<file path="config.mk">
export PLATFORM = sky130hd
export DESIGN_NAME = pcvw_ram
export DESIGN_NICKNAME = d
export VERILOG_FILES = /design/src/hw/rtl/pcvw_ram.sv
export SDC_FILE = /design/constraint.sdc
export NUM_CORES = 1
export LEC_CHECK = 0
export ABC_AREA = 1
export CORE_AREA = 3 3 42 44
export DETAILED_ROUTE_END_ITERATION = 6
export DIE_AREA = 0 0 45 47
export DONT_BUFFER_PORTS = 1
export PLACE_DENSITY = 0.66
export SLEW_MARGIN = 40
export SYNTH_ARGS = -nofsm -noshare
export SYNTH_HDL_FRONTEND = slang
export SYNTH_SLANG_ARGS = --single-unit
</file>
<file path="constraint.sdc">
create_clock -name clock -period 1 [get_ports clock]
set_input_delay 0.05 -clock clock [delete_from_list [all_inputs] [get_ports clock]]
set_output_delay 0.05 -clock clock [all_outputs]
set_load 0.005 [all_outputs]
</file>
<file path="src/hw/rtl/pcvw_ram.sv">
// Generic simple dual-port RAM with registered read.
`timescale 1ns / 1ps
`default_nettype none

module pcvw_ram #(
   parameter int WIDTH = 8,
   parameter int DEPTH = 2,
   localparam int AW = $clog2(DEPTH)
) (
   input  logic             clock,
   input  logic             wr_en,
   input  logic [AW-1:0]    wr_addr,
   input  logic [WIDTH-1:0] wr_data,
   input  logic [AW-1:0]    rd_addr,
   output logic [WIDTH-1:0] rd_data
);

   logic [WIDTH-1:0] mem_ff [DEPTH];
   logic [WIDTH-1:0] rd_data_ff;

   always_ff @(posedge clock) begin
      if (wr_en) begin
         mem_ff[wr_addr] <= wr_data;
      end
      rd_data_ff <= mem_ff[rd_addr];
   end

   assign rd_data = rd_data_ff;

endmodule

`default_nettype wire

</file>
==> summary.md <==
| Metric | Value |
|---|---|
| CTS buffer count | 3 |
| Post-Layout Cell Count | slightly above 80 |
| Final min period | ~880 ps |
| Setup crit start kind | input pin |
| Count of different cell masters after synthesis | 7 |
| Detail Route Antenna Nets | 0 |
| Number of nets in the layout | 80 |
| Mapped Area | 761 µm² |
| GR Layer Usage met2 | about 18% |
| Top cell type's share of synthesized area | a little over three fifths |
| Final Hold Vio Count | 0 |
| Htree depth | 1 |
| Crit path required time | between 1000 and 1500 ps |
| GR peak layer | met2 |
| Core Rows | 14 |
| I/O Buffers | 0 |
| Actual slew at the worst max-slew pin | between 300 and 400 ps |
| Layout cell share with drive strength beyond 1 | under 10% |
| Worst Min Path Start | wr_addr |
| Post-Syn Nets | 66 |
| CP Capture Type | register |
| Final Slew Violations | 0 |
| Initial antenna violation count | 0 |
| Skew-Pair Late Insertion Delay | between 200 and 300 ps |
| Design Area, Final | about 900 µm² |
| Total iterations of the first detailed-routing run | 2 |
| M3 GR Usage | around 2.3% |
| DR vias | around 380 |
| Mean Syn Cell Area | roughly 14 µm² |
| Synth-to-layout area growth | 16.9% |
| Die area | between 2000 and 2500 µm² |
| Initial core utilization | 51.7% |
| Num ports | 20 |
| Die Height | ~47 µm |
| Die X-Extent | approximately 45 µm |
| Setup TNS | 0 ps |
| Core area | between 1000 and 1500 µm² |
| GR Util met1 | under 10% |
| Vias per cell | 4.59 |
| Drt drc | 0 |
| Setup repair after global routing missed its margin | false |
| Final Skew | roughly 0.74 ps |
| Worst r2r path cells | 2 |
| 1st-iter DRT viols | 1 |
| CTS clk-pin slew, worst paths | between 100 and 150 ps |
| CP Class | in2reg |
| Ranking of synthesized cells by area | edfxtp_1 (63%), dfxtp_1 (21%), nand2_1 (12%) |
| Placed Instances | 70 |
| CP arrival | about 1100 ps |
| GPL Wtd Cong | between 0.6 and 0.7 |
| Largest area contributor in the synthesized netlist | edfxtp_1 |
| FF-to-FF Start | mem_ff[0][1] |
| Hold WS | around 110 ps |
| Max Cap Viol | 0 |
| Most frequent cells in the layout | nand2_1 (25), edfxtp_1 (16), dlygate4sd3_1 (9) |
| First-pass GRT wire length | around 1300 µm |
| Synthesized flop and latch total | 24 |
| Status | finished clean |
| R2r setup slk | slightly above 400 ps |
| Final design utilization | approximately three fifths |
| Pleak | 0.366 nW |
| Number of global-route vias before repair | approximately 320 |
| Largest net degree at the start of global routing | 13 |
| YS warnings | 0 |
| Relative slew margins | between 70% and 80% |
| Placed cell areas | ~780 µm² |
| Total clock sinks | 24 |
| Post-CTS Setup Bufs | 0 |
| TritonCTS clock tree | built |
| Fillers | between 100 and 150 |
| Max VDD drop | between 1000 and 1500 µV |
| Period utilization | 88.2% |
| Synthesized instance count | 54 |
| Seq/Total Area, Yosys | between 80% and 90% |
| Max FO, Critical Path | 9 |
| Setup violators final | 0 |
| Avg WL per Cell | 10.7 µm |
| Post-DP HPWL | around 560 µm |
| Worst Hold Endpoint | mem_ff[0][0] |
| Pwr dens | 1820 nW/µm² |
| Total GRT Usage | 9.47% |
| Clock Path Buffers | 2 |
| Grt ovf | 0 |
| Max Clock Freq | roughly 1100 MHz |
| Antenna cells | 0 |
| Root buf cell | clkbuf_4 |
| Most common cell after layout, fill and taps aside | nand2_1 |
| Reg-to-reg endpoint | rd_data[1] |
| Routed WL | between 800 and 900 µm |
| Worst min-delay path class | in2reg |
| Min-Delay Path Depth | 2 |
[state kept, by name (all words and copies together) (netlist names)]
name / flops
rd_data: 8
mem_ff: 16
[through the flow]
step,setup WS [ps],power (mW)
final,118,1.62
after global routing,66.1,1.70
after CTS,107,1.63
after detailed placement,337,1.23
after global placement,361,1.23
after floorplan,190,1.22
[Yosys cell counts]
master    instances
buf_6             1
edfxtp_1         16
inv_1             2
dfxtp_1           8
inv_2             1
nor2_1            1
nand2_1          25
[per-layer routing]
metal | wire length, µm | vias up
met2 | 508 | 12
met5 | 0 | -
li1 | - | 198
met3 | 48 | 2
met4 | 12 | 0
met1 | 311 | 164
[report_power, final]
part / internal [mW] / total, mW / switching (mW)
clock: 0.140 / 0.375 / 0.235
combinational: 0.0407 / 0.0852 / 0.0445
sequential: 1.13 / 1.16 / 0.0219
[how the worst max path moves through the flow]
stage | cells past startpoint | slack (ps) | to | startpoint
2_1_floorplan | 2 | 190 | mem_ff[0][0] | wr_en
3_3_place_gp | 2 | 360 | mem_ff[1][7] | wr_addr
3_5_place_dp | 2 | 340 | mem_ff[1][4] | wr_addr
4_1_cts | 4 | 110 | rd_data[1] | rd_addr
5_1_grt | 4 | 70 | rd_data[4] | rd_addr
6_report | 4 | 120 | rd_data[1] | rd_addr
[timing repair]
| item | in CTS | in global routing |
|---|---|---|
| endpoints found under the hold margin | 24 | 0 |
| gates resized for setup | 0 | 0 |
| endpoints found under the setup margin | 0 | 0 |
| hold buffers | 9 | 0 |
[logic make-up (layout without fill, tap and decap cells)]
| group | after synthesis | after routing | synth area share [%] |
|---|---|---|---|
| DFF | 24 | 24 | 84.2 |
| buffers and inverters | 4 | 16 | 2.96 |
| and+or+nand+nor | 26 | 26 | 12.8 |
[worst max-delay path, stage by stage]
cell and delay, ps:
dlygate4sd3_1 740, inv_2 150, nand2_1 90, nand2_1 50
[final cells by class]
type	count	area (µm²)	area share, %
clock buffers	3	22.5	2.53
inverters	3	11.3	1.27
multi-input cells	26	97.6	11.0
flip-flops and latches	24	641	72.0
well taps	16	20.0	2.25
repair buffers	10	97.6	11.0
Note: power is estimated with default switching activity, not from simulation.
